==> src/rtl/core/modem_result_code_matcher_macros.svh <==
// assertion macros shared by the result code matcher modules
`ifndef MODEM_RESULT_CODE_MATCHER_MACROS_SVH
`define MODEM_RESULT_CODE_MATCHER_MACROS_SVH

// same-cycle implication, clocked on clk, off while in reset
`define MRCM_ASSERT_NOW(label, ante, cons, msg) \
  label: assert property (@(posedge clk) disable iff (!rst_n) (ante) |-> (cons)) \
    else $error(msg);

// next-cycle implication, clocked on clk, off while in reset
`define MRCM_ASSERT_NEXT(label, ante, cons, msg) \
  label: assert property (@(posedge clk) disable iff (!rst_n) (ante) |=> (cons)) \
    else $error(msg);

`endif

==> src/rtl/core/mrcm_pkg.sv <==
// types, code tables and helpers for the modem result code matcher
package mrcm_pkg;

  localparam int unsigned NUM_CODES   = 26;
  localparam int unsigned CODE_CHARS  = 13;
  localparam int unsigned CODE_BITS   = 8 * CODE_CHARS;
  localparam int unsigned MAX_LINE_DEF = 40;
  localparam int unsigned CNT_W       = 6;

  localparam logic [3:0] MSG_NONE       = 4'd14;
  localparam logic [3:0] MSG_LAST_RATE  = 4'd3;
  localparam logic [3:0] MSG_LAST_ERROR = 4'd8;

  localparam logic [7:0] CHAR_CR      = 8'd13;
  localparam logic [7:0] CHAR_LF      = 8'd10;
  localparam logic [7:0] CHAR_LOW_A   = 8'h61;
  localparam logic [7:0] CHAR_LOW_Z   = 8'h7a;
  localparam logic [7:0] CASE_OFFSET  = 8'd32;

  localparam logic [NUM_CODES-1:0] ALL_ALIVE = {NUM_CODES{1'b1}};

  typedef enum logic [1:0] {
    OUT_FAILED    = 2'd0,
    OUT_CONNECTED = 2'd1,
    OUT_ERROR     = 2'd2
  } outcome_t;

  typedef struct packed {
    logic       hit;
    outcome_t   outcome;
    logic [3:0] message_code;
    logic       set_rate;
    logic [2:0] rate_index;
  } res_t;

  // strings are right aligned: last character in the low byte
  localparam logic [CODE_BITS-1:0] CODE_STR [NUM_CODES] = '{
    "CONNECT", "1",
    "CONNECT 1200", "5", "15",
    "CONNECT 2400", "10", "16",
    "CONNECT 9600", "13", "17",
    "NO CARRIER", "3",
    "ERROR", "4",
    "NO DIALTONE", "6",
    "BUSY", "7",
    "NO ANSWER", "8",
    "CONNECT 12000",
    "CONNECT 14400",
    "CONNECT 19200",
    "CONNECT 38400",
    "CONNECT 57600"
  };

  localparam int unsigned CODE_LEN [NUM_CODES] = '{
    7, 1, 12, 1, 2, 12, 2, 2, 12, 2, 2, 10, 1,
    5, 1, 11, 1, 4, 1, 9, 1, 13, 13, 13, 13, 13
  };

  localparam int unsigned CODE_MSG [NUM_CODES] = '{
    0, 0, 1, 1, 1, 2, 2, 2, 3, 3, 3, 4, 4,
    5, 5, 6, 6, 7, 7, 8, 8, 9, 10, 11, 12, 13
  };

  // character at position p of code i, counted from the start of the code
  function automatic logic [7:0] code_byte(input int unsigned i, input int unsigned p);
    logic [CODE_BITS-1:0] s;
    s = CODE_STR[i];
    if (p < CODE_LEN[i]) begin
      code_byte = s[8*(CODE_LEN[i]-1-p) +: 8];
    end else begin
      code_byte = 8'h00;
    end
  endfunction

  function automatic logic [2:0] msg_rate(input logic [1:0] m);
    logic [2:0] r;
    unique case (m)
      2'd0:    r = 3'd0;
      2'd1:    r = 3'd1;
      2'd2:    r = 3'd2;
      default: r = 3'd4;
    endcase
    return r;
  endfunction

endpackage

==> src/rtl/core/mrcm_line_match.sv <==
// line state and parallel per-code prefix match for the result code matcher
`include "modem_result_code_matcher_macros.svh"

module mrcm_line_match #(
  parameter int unsigned MAX_LINE = mrcm_pkg::MAX_LINE_DEF
) (
  input  logic                clk,
  input  logic                rst_n,
  input  logic                step,
  input  logic [7:0]          rx_byte,
  input  logic                give_up,
  output mrcm_pkg::res_t      res
);
  import mrcm_pkg::*;

  logic [CNT_W-1:0]     char_count_r, char_count_nxt;
  logic [NUM_CODES-1:0] alive_mask_r, alive_mask_nxt;
  logic [NUM_CODES-1:0] keep;
  logic [7:0]           ch;
  logic [CNT_W-1:0]     cnt_inc;
  logic                 is_eol;
  logic                 found;
  logic [3:0]           found_msg;

  always_ff @(posedge clk) begin
    if (!rst_n) begin
      char_count_r <= '0;
      alive_mask_r <= ALL_ALIVE;
    end else begin
      char_count_r <= char_count_nxt;
      alive_mask_r <= alive_mask_nxt;
    end
  end

  // case fold and per-code compare at the current position
  always_comb begin
    if (rx_byte >= CHAR_LOW_A && rx_byte <= CHAR_LOW_Z) begin
      ch = rx_byte - CASE_OFFSET;
    end else begin
      ch = rx_byte;
    end
    for (int unsigned i = 0; i < NUM_CODES; i++) begin
      keep[i] = 1'b0;
      for (int unsigned p = 0; p < CODE_CHARS; p++) begin
        if (p < CODE_LEN[i] && char_count_r == CNT_W'(p) && ch == code_byte(i, p)) begin
          keep[i] = 1'b1;
        end
      end
    end
  end

  // lowest-index live code whose length equals the line length
  always_comb begin
    found     = 1'b0;
    found_msg = MSG_NONE;
    for (int i = NUM_CODES - 1; i >= 0; i--) begin
      if (alive_mask_r[i] && char_count_r == CNT_W'(CODE_LEN[i])) begin
        found     = 1'b1;
        found_msg = 4'(CODE_MSG[i]);
      end
    end
  end

  assign is_eol  = (rx_byte == CHAR_CR) || (rx_byte == CHAR_LF);
  assign cnt_inc = char_count_r + CNT_W'(1);

  always_comb begin
    res.hit          = 1'b0;
    res.outcome      = OUT_FAILED;
    res.message_code = MSG_NONE;
    res.set_rate     = 1'b0;
    res.rate_index   = 3'd0;
    char_count_nxt   = char_count_r;
    alive_mask_nxt   = alive_mask_r;
    if (step) begin
      priority if (give_up) begin
        res.hit        = 1'b1;
        char_count_nxt = '0;
        alive_mask_nxt = ALL_ALIVE;
      end else if (is_eol) begin
        char_count_nxt = '0;
        alive_mask_nxt = ALL_ALIVE;
        if (found) begin
          res.hit          = 1'b1;
          res.message_code = found_msg;
          priority if (found_msg <= MSG_LAST_RATE) begin
            res.outcome    = OUT_CONNECTED;
            res.set_rate   = 1'b1;
            res.rate_index = msg_rate(found_msg[1:0]);
          end else if (found_msg <= MSG_LAST_ERROR) begin
            res.outcome = OUT_ERROR;
          end else begin
            res.outcome = OUT_CONNECTED;
          end
        end
      end else if (cnt_inc >= CNT_W'(MAX_LINE)) begin
        res.hit        = 1'b1;
        char_count_nxt = '0;
        alive_mask_nxt = ALL_ALIVE;
      end else begin
        char_count_nxt = cnt_inc;
        alive_mask_nxt = alive_mask_r & keep;
      end
    end
  end

  `MRCM_ASSERT_NOW(a_count_below_limit, 1'b1, char_count_r < CNT_W'(MAX_LINE),
    "line count reached the length limit")
  `MRCM_ASSERT_NOW(a_empty_line_all_alive, char_count_r == '0, alive_mask_r == ALL_ALIVE,
    "empty line with codes already ruled out")
  `MRCM_ASSERT_NEXT(a_hit_clears_line, step && res.hit,
    char_count_r == '0 && alive_mask_r == ALL_ALIVE, "line state not cleared after result")

endmodule

==> src/rtl/core/modem_result_code_matcher.sv <==
// top level of the modem result code matcher
// Usage:
//   in_ channel: one received modem byte per request (in_rx_byte), or an
//   abort request (in_give_up = 1) for a line timeout or keyboard abort.
//   out_ channel: zero or one result per request: outcome, message code,
//   and for plain connect and 1200/2400/9600 connects a rate change.
//   Lines end at CR or LF and are matched without regard to letter case;
//   empty or unknown lines give no result. A line reaching MAX_LINE
//   characters, or an abort, gives a failure with message code 14.
// Timing:
//   a request is held in the input register until the result register is free
//   or being taken; the match then updates the line state and loads the result
//   register, and out_valid rises with that load. One request per cycle is
//   sustained with out_ready high; the per-code match is one level of compare logic.
// Reset: line state cleared, both registers empty.
// Stall: while a result waits for out_ready, one more request is held in
//   the input register; then in_ready drops until the result is taken.
`include "modem_result_code_matcher_macros.svh"

module modem_result_code_matcher #(
  parameter int unsigned MAX_LINE = mrcm_pkg::MAX_LINE_DEF
) (
  input  logic       clk,
  input  logic       rst_n,
  input  logic       in_valid,
  output logic       in_ready,
  input  logic [7:0] in_rx_byte,
  input  logic       in_give_up,
  output logic       out_valid,
  input  logic       out_ready,
  output logic [1:0] out_outcome,
  output logic [3:0] out_message_code,
  output logic       out_set_rate,
  output logic [2:0] out_rate_index
);
  import mrcm_pkg::*;

  logic       in_valid_r, in_valid_nxt;
  logic [7:0] in_rx_byte_r;
  logic       in_give_up_r;
  logic       out_valid_r, out_valid_nxt;
  res_t       out_res_r;
  res_t       res;
  logic       step;

  assign step     = in_valid_r && (!out_valid_r || out_ready);
  assign in_ready = !in_valid_r || step;

  mrcm_line_match #(
    .MAX_LINE (MAX_LINE)
  ) u_match (
    .clk     (clk),
    .rst_n   (rst_n),
    .step    (step),
    .rx_byte (in_rx_byte_r),
    .give_up (in_give_up_r),
    .res     (res)
  );

  always_comb begin
    in_valid_nxt = (in_valid_r && !step) || (in_valid && in_ready);
    if (step) begin
      out_valid_nxt = res.hit;
    end else begin
      out_valid_nxt = out_valid_r && !out_ready;
    end
  end

  always_ff @(posedge clk) begin
    if (!rst_n) begin
      in_valid_r  <= 1'b0;
      out_valid_r <= 1'b0;
    end else begin
      in_valid_r  <= in_valid_nxt;
      out_valid_r <= out_valid_nxt;
    end
  end

  always_ff @(posedge clk) begin
    if (in_valid && in_ready) begin
      in_rx_byte_r <= in_rx_byte;
      in_give_up_r <= in_give_up;
    end
    if (step && res.hit) begin
      out_res_r <= res;
    end
  end

  assign out_valid        = out_valid_r;
  assign out_outcome      = out_res_r.outcome;
  assign out_message_code = out_res_r.message_code;
  assign out_set_rate     = out_res_r.set_rate;
  assign out_rate_index   = out_res_r.rate_index;

  `MRCM_ASSERT_NOW(a_fail_no_message, out_valid_r && out_res_r.outcome == OUT_FAILED,
    out_res_r.message_code == MSG_NONE && !out_res_r.set_rate, "failure carries a message")
  `MRCM_ASSERT_NOW(a_rate_only_slow_connect, out_valid_r && out_res_r.set_rate,
    out_res_r.outcome == OUT_CONNECTED && out_res_r.message_code <= MSG_LAST_RATE,
    "rate change on a result without one")
  `MRCM_ASSERT_NOW(a_rate_needs_set, out_valid_r && out_res_r.rate_index != 3'd0,
    out_res_r.set_rate, "rate index without rate change")

endmodule

==> config.mk <==
export PLATFORM = sky130hd
export DESIGN_NAME = modem_result_code_matcher
export DESIGN_NICKNAME = d
export VERILOG_FILES = /design/src/rtl/core/mrcm_pkg.sv /design/src/rtl/core/mrcm_line_match.sv /design/src/rtl/core/modem_result_code_matcher.sv
export VERILOG_INCLUDE_DIRS = /design/src /design/src/rtl/core
export SDC_FILE = /design/constraint.sdc
export NUM_CORES = 1
export LEC_CHECK = 0
export BUFFER_PORTS_ARGS = -buffer_cell sky130_fd_sc_hd__buf_2
export CAP_MARGIN = 0
export CORE_AREA = 2 2 109 111
export CTS_CLUSTER_SIZE = 24
export DETAILED_ROUTE_END_ITERATION = 8
export DIE_AREA = 0 0 111 113
export PLACE_DENSITY = 0.44
export SLEW_MARGIN = 0
export SYNTH_ARGS = -nofsm -noshare
export SYNTH_HDL_FRONTEND = slang
export SYNTH_SLANG_ARGS = --single-unit
==> constraint.sdc <==
create_clock -name clk -period 3.15 [get_ports clk]
set_input_delay 0.315 -clock clk [delete_from_list [all_inputs] [get_ports clk]]
set_output_delay 0.315 -clock clk [all_outputs]
set_load 0.005 [all_outputs]
* Yosys cells after proc, flatten, opt, wreduce, memory -nomap -nowiden
Index checks and enable logic that the tools add are counted.
** Storage, ports and cells
- Output and inout port bits :: 12
- Bits in registers :: 53
- Logic and storage cells :: 335
** Cells by class
- Bitwise operators :: 5
- Multiplexer cells :: 155
- Reductions and logical operators :: 114
- Equal/unequal tests :: 43
- Add/sub/neg operators :: 2
- $lt $le $gt $ge :: 5
** Operator list (number)
- 8-bit by 7-bit equality test with 1-bit output, second input constant :: 15
- 1-bit 2-to-1 mux :: 114
- 1-bit logical AND :: 101
- 8-bit by 6-bit equality test with 1-bit output, second input constant :: 11
- 4-bit 2-to-1 mux :: 20
- 26-bit 2-to-1 mux :: 3
- 6-bit by 4-bit equality test with 1-bit output, second input constant :: 6
- 26-bit AND :: 1
- 6-bit by 3-bit equality test with 1-bit output, second input constant :: 4
- 11-bit 2-to-1 mux :: 2
- 10-bit 2-to-1 mux :: 2
- 6-bit 2-to-1 mux :: 3
- 8-bit by 4-bit equality test with 1-bit output, second input constant :: 2
- 3-bit 2-to-1 mux :: 5
- 6-bit by 2-bit equality test with 1-bit output, second input constant :: 2
- 5-bit OR reduction :: 2
- 3-bit case mux with 3 select lines :: 1
- 8-bit by 7-bit >= comparator with 1-bit output, second input constant :: 1
- 8-bit by 7-bit less-or-equal comparator with 1-bit output, second input constant :: 1
- 2-bit 2-to-1 mux :: 4
- 8-bit 2-to-1 mux :: 1
- 8-bit by 6-bit subtractor with 8-bit output, second input constant :: 1
- 6-bit by 1-bit adder with 6-bit output, second input constant :: 1
- 6-bit by 1-bit equality test with 1-bit output, second input constant :: 1
- 11 further kinds :: 20

* Logic depth before layout (Yosys ltp)
- Word-level depth :: 36
- Mapped depth :: 11
- Depth with buffers taken out :: 9

* Hierarchy
A second synthesis with hierarchy kept.
** Second synthesis, totals
- Cells, all modules :: 416
- Area, all modules :: 3478.3 um2
** Modules (own cells, without submodules)
- mrcm_line_match :: area each 2795.2 um2, times used 1, sequential area each 640.6 um2, cells each 384
- modem_result_code_matcher :: area each 683.2 um2, times used 1, sequential area each 610.6 um2, cells each 32

* Worst setup path before layout
OpenSTA, ideal clock, no wires.
- Kind :: reg2reg
- From :: register u_match.char_count_r[0]
- To :: register out_res_r (netlist bit out_message_code[0]), enable pin
- Buffers on the path :: 1
- Clock period less this slack :: 3.013 ns
- Library setup time :: 0.391 ns
- Cell stages (with the launch flop) :: 10
- Slack :: 0.137 ns
- Arrival time :: 2.622 ns
- Cell sequence :: dfxtp_1 -> inv_1 -> ha_1 -> or3b_1 -> clkbuf_1 -> o32ai_2 -> nor2_1 -> nand3_1 -> nor2_1 -> o21ai_0
** On the way
- Cells in the longest elaborated chain, start to end :: 33
** Ends and longest elaborated chain
- from (decl) :: RTL line mrcm_line_match.sv:16 : logic [CNT_W-1:0] char_count_r, char_count_nxt;
- from (signal assigned) :: RTL line mrcm_line_match.sv:30 : char_count_r <= char_count_nxt;
- 6-bit by 4-bit equality test with 1-bit output :: RTL line mrcm_line_match.sv:57 : if (alive_mask_r[i] && char_count_r == CNT_W'(CODE_LEN[i])) begin
- 1-bit logical AND :: RTL line mrcm_line_match.sv:57
- 1-bit 2-to-1 mux (26 in series) :: RTL line mrcm_line_match.sv:57
- 11-bit 2-to-1 mux :: RTL line mrcm_line_match.sv:83 : if (found) begin
- 1-bit 2-to-1 mux (*) :: RTL line mrcm_line_match.sv:80 : end else if (is_eol) begin
- 1-bit 2-to-1 mux (*) :: RTL line mrcm_line_match.sv:76 : priority if (give_up) begin
- 11-bit 2-to-1 mux (*) :: RTL line mrcm_line_match.sv:75 : if (step) begin
- 1-bit logical AND (*) :: RTL line modem_result_code_matcher.sv:84 : if (step && res.hit) begin
- to (signal assigned) :: RTL line modem_result_code_matcher.sv:85 : out_res_r <= res;
- to (decl) :: RTL line modem_result_code_matcher.sv:42 : res_t out_res_r;
Every way passes the cells marked *; elsewhere a longest branch is shown, timed or not.
A chain may end at the register's enable or synchronous reset.

* Worst setup path in the final report
- From :: register u_match.char_count_r[0]
- To :: register out_res_r (netlist bit out_message_code[3]), enable pin
Same word-level chain as after synthesis.

==> results.yml <==
global_route:
  grt_pass1_vias: 3268
  grt_use_total: 0.179
  antenna_found_initial: 0
  grt_overflow: 0
  grt_max_degree: 20
  grt_pass1_wl_mm: 17.8
logic_synthesis:
  syn_avg_cell_area_um2: 8.22
  synth-compound-area-share: 0.262
  synth-warning-count: 0
  async_reset_ff_frac: 0
  yosysTopAreaCell: "dfxtp_1"
  syn_area_mm2: 0.00335
  yosysTopAreaCellShare: 0.203
  yosysUniqueCellTypes: 67
  muxShareOfSynthArea: 0.00896
  synth_edf_count: 19
  ys_seq_area_frac: 0.373
  synth_nets: 426
  synthAdderAreaFrac: 0.0187
  ys_ff_latch: 53
  synth_top_family_by_area: "simple AND/OR/NAND/NOR gates"
  synth-main-ff-cell: "dfxtp_1"
  synthTopCellsByArea: "dfxtp_1 (20%), edfxtp_1 (17%), nor2_1 (5.4%)"
  netlist_instances: 408
  synth_simple_gate_area_share: 0.296
  synth-xor-area-share: 0
route:
  wl_per_cell_um: 18.8
  remaining_drc_errors: 0
  firstDrtPassIters: 4
  vias: 3347
  detail-route-antenna-nets: 0
  first_iter_violations: 351
  wl_mm: 11.0
  viasPerCell: 5.74
timing:
  fin_crit_sh: 0.914
  fin_crit_ns: 2.88
  rsz0062_at_grt: "no"
  max_freq_ghz: 0.347
  fin_skew_ns: 0.00939
  fin_tns_setup_ns: 0
  slew_headroom: 0.571
  slew_viol_final: 0
  hold_violations: 0
  finalSetupViolCount: 0
  worst_slew_pin_slew_ns: 0.638
clocking:
  post_cts_buffers: 0
  clk_path_buf_depth: 2
  postCtsHoldBufs: 0
  cts_resized: 0
  root_buffer: "clkbuf_16"
  clock_latency_ns: 0.30
  cts_tree: "done"
  cts_buffers: 5
  h-tree-depth: 2
  clk_pin_slew_ns: 0.08
  cts.sinks: 53
setup_path:
  worstPathRequired_ns: 3.16
  cp-start-kind: "flip-flop"
  crit_fanout: 10
  crit_type: "flip-flop to flip-flop"
  arrival_ns: 2.89
  endpoint_kind: "flip-flop"
placement:
  routabilityCongestion: 0.876
  portBuffers: 24
  dp.cells: 575
  hpwl_mm: 8.50
run:
  maxCapViolations: 0
floorplan:
  row_count: 39
  fp.coreArea_mm2: 0.0113
  die_h_um: 113
  start_util: 0.297
  die-area_mm2: 0.0125
  io_pins: 25
  dieWidth_um: 111
power:
  leakagePower_nw: 1.33
  powerDensity_mw_per_mm2: 393
  worst_ir_drop_vdd_v: 0.000199
layout:
  nets: 457
  antennaDiodeCount: 0
  layout-drive-gt1-share: 0.157
  area_delta_synth_final_pct: 15.6
  final_cells: 583
outcome:
  outcome: "finished clean"
min_path:
  hold_class: "input port to flip-flop"
worst max-delay path, stage by stage, from the launching register on:
cell     delay [ns]
dfxtp_1        0.39
inv_1          0.11
ha_1           0.28
or3b_1         0.52
o32ai_2        0.45
nor2_1         0.16
nand3_1        0.20
nor2_1         0.08
o21ai_0        0.19
buf_4          0.21
Yosys cell counts, types with 5 or more instances:
library cell and instances:
inv_1 8, a21oi_1 26, nor3_1 12, ha_1 5, dfxtp_1 34, nor2_1 48, nand2b_1 10, nor4_1 7
a21o_1 5, edfxtp_1 19, o21ai_0 27, nor2b_1 9, nand2_1 42, o21a_1 5, o32a_1 6, o22ai_1 11
nand4_1 5, nand3_1 18, clkbuf_1 10, nor3b_1 6, buf_2 6, a31oi_1 5
where the power goes:
group | switching, W | internal (W) | total [W] | leakage, nW
registers | 0.0000300 | 0.000739 | 0.000769 | 0.452
clock network | 0.000274 | 0.000304 | 0.000578 | 0.0752
logic | 0.000108 | 0.0000686 | 0.000176 | 0.801
layer usage:
metal / up-vias / share of wire / GRT usage
li1: 1604 / - / -
met4: 0 / 0.027 / 0.0700
met5: - / 0 / 0
met2: 111 / 0.44 / 0.276
met3: 20 / 0.058 / 0.0316
met1: 1612 / 0.47 / 0.251
cells in the final DEF (no fill, tap or decap), types with 3 or more instances in the layout:
cell type  instances
nor2_1            48
nand2_1           42
dfxtp_1           34
o21ai_0           27
a21oi_1           26
buf_2             24
buf_4             21
edfxtp_1          19
nand3_1           18
nor3_1            12
o22ai_1           11
nand2b_1          10
nor2b_1            9
inv_1              8
nor4_1             7
nor3b_1            6
o32a_1             6
nand4_1            5
a31oi_1            5
o21a_1             5
a21o_1             5
ha_1               5
clkbuf_16          5
and3_1             4
or3_1              4
a22oi_1            4
or4_1              4
mux2i_1            3
or2_2              3
a211o_1            3
o211ai_1           3
nand3b_1           3
and2_1             3
o221ai_1           3
a32oi_1            3
inv_6              3
cells by family after synthesis:
group	after synthesis
compound gates	126
fa+ha+maj	5
buf+inv	31
flops	53
mux	3
simple gates	190
state kept, by name, summed over array words and instances (netlist names):
name	cells
out_message_code	4
out_set_rate	1
u_match.alive_mask_r	26
in_give_up_r	1
in_valid_r	1
out_rate_index	3
u_match.char_count_r	6
in_rx_byte_r	8
out_outcome	2
out_valid	1
worst paths after layout:
kind	start	cells after the start	to	slack [ns]
setup / recovery	u_match.char_count_r[0]	9	out_message_code[3]	0.27
hold / removal	in_give_up	1	in_give_up_r	0.18
setup reg to reg	u_match.char_count_r[0]	9	out_message_code[3]	0.27
hold reg to reg	u_match.alive_mask_r[13]	1	u_match.alive_mask_r[13]	0.49
layout make-up:
type / instances / area (um^2)
fill: 1218 / 7400
multi-input combinational: 324 / 1960
sequential: 53 / 1250
timing repair buffer: 46 / 298
tap: 143 / 179
clock buffer: 5 / 125
inverter: 9 / 33.8
clock inverter: 3 / 26.3
stage by stage:
| step | setup WS (ns) | util | instance area [um^2] | hold slack [ns] | total power, W |
|---|---|---|---|---|---|
| 4_1_cts | 0.290 | 0.344 | 3870 | 0.175 | 0.00154 |
| 2_1_floorplan | 0.137 | - | 3350 | 0.414 | 0.000892 |
| 5_1_grt | 0.0446 | 0.344 | 3870 | 0.179 | 0.00159 |
| 6_report | 0.270 | 0.344 | 3870 | 0.179 | 0.00152 |
| 3_5_place_dp | 0.308 | 0.330 | 3720 | 0.473 | 0.000959 |
| 3_3_place_gp | 0.438 | 0.330 | 3720 | 0.473 | 0.000959 |
(Power assumes the default switching activity.)
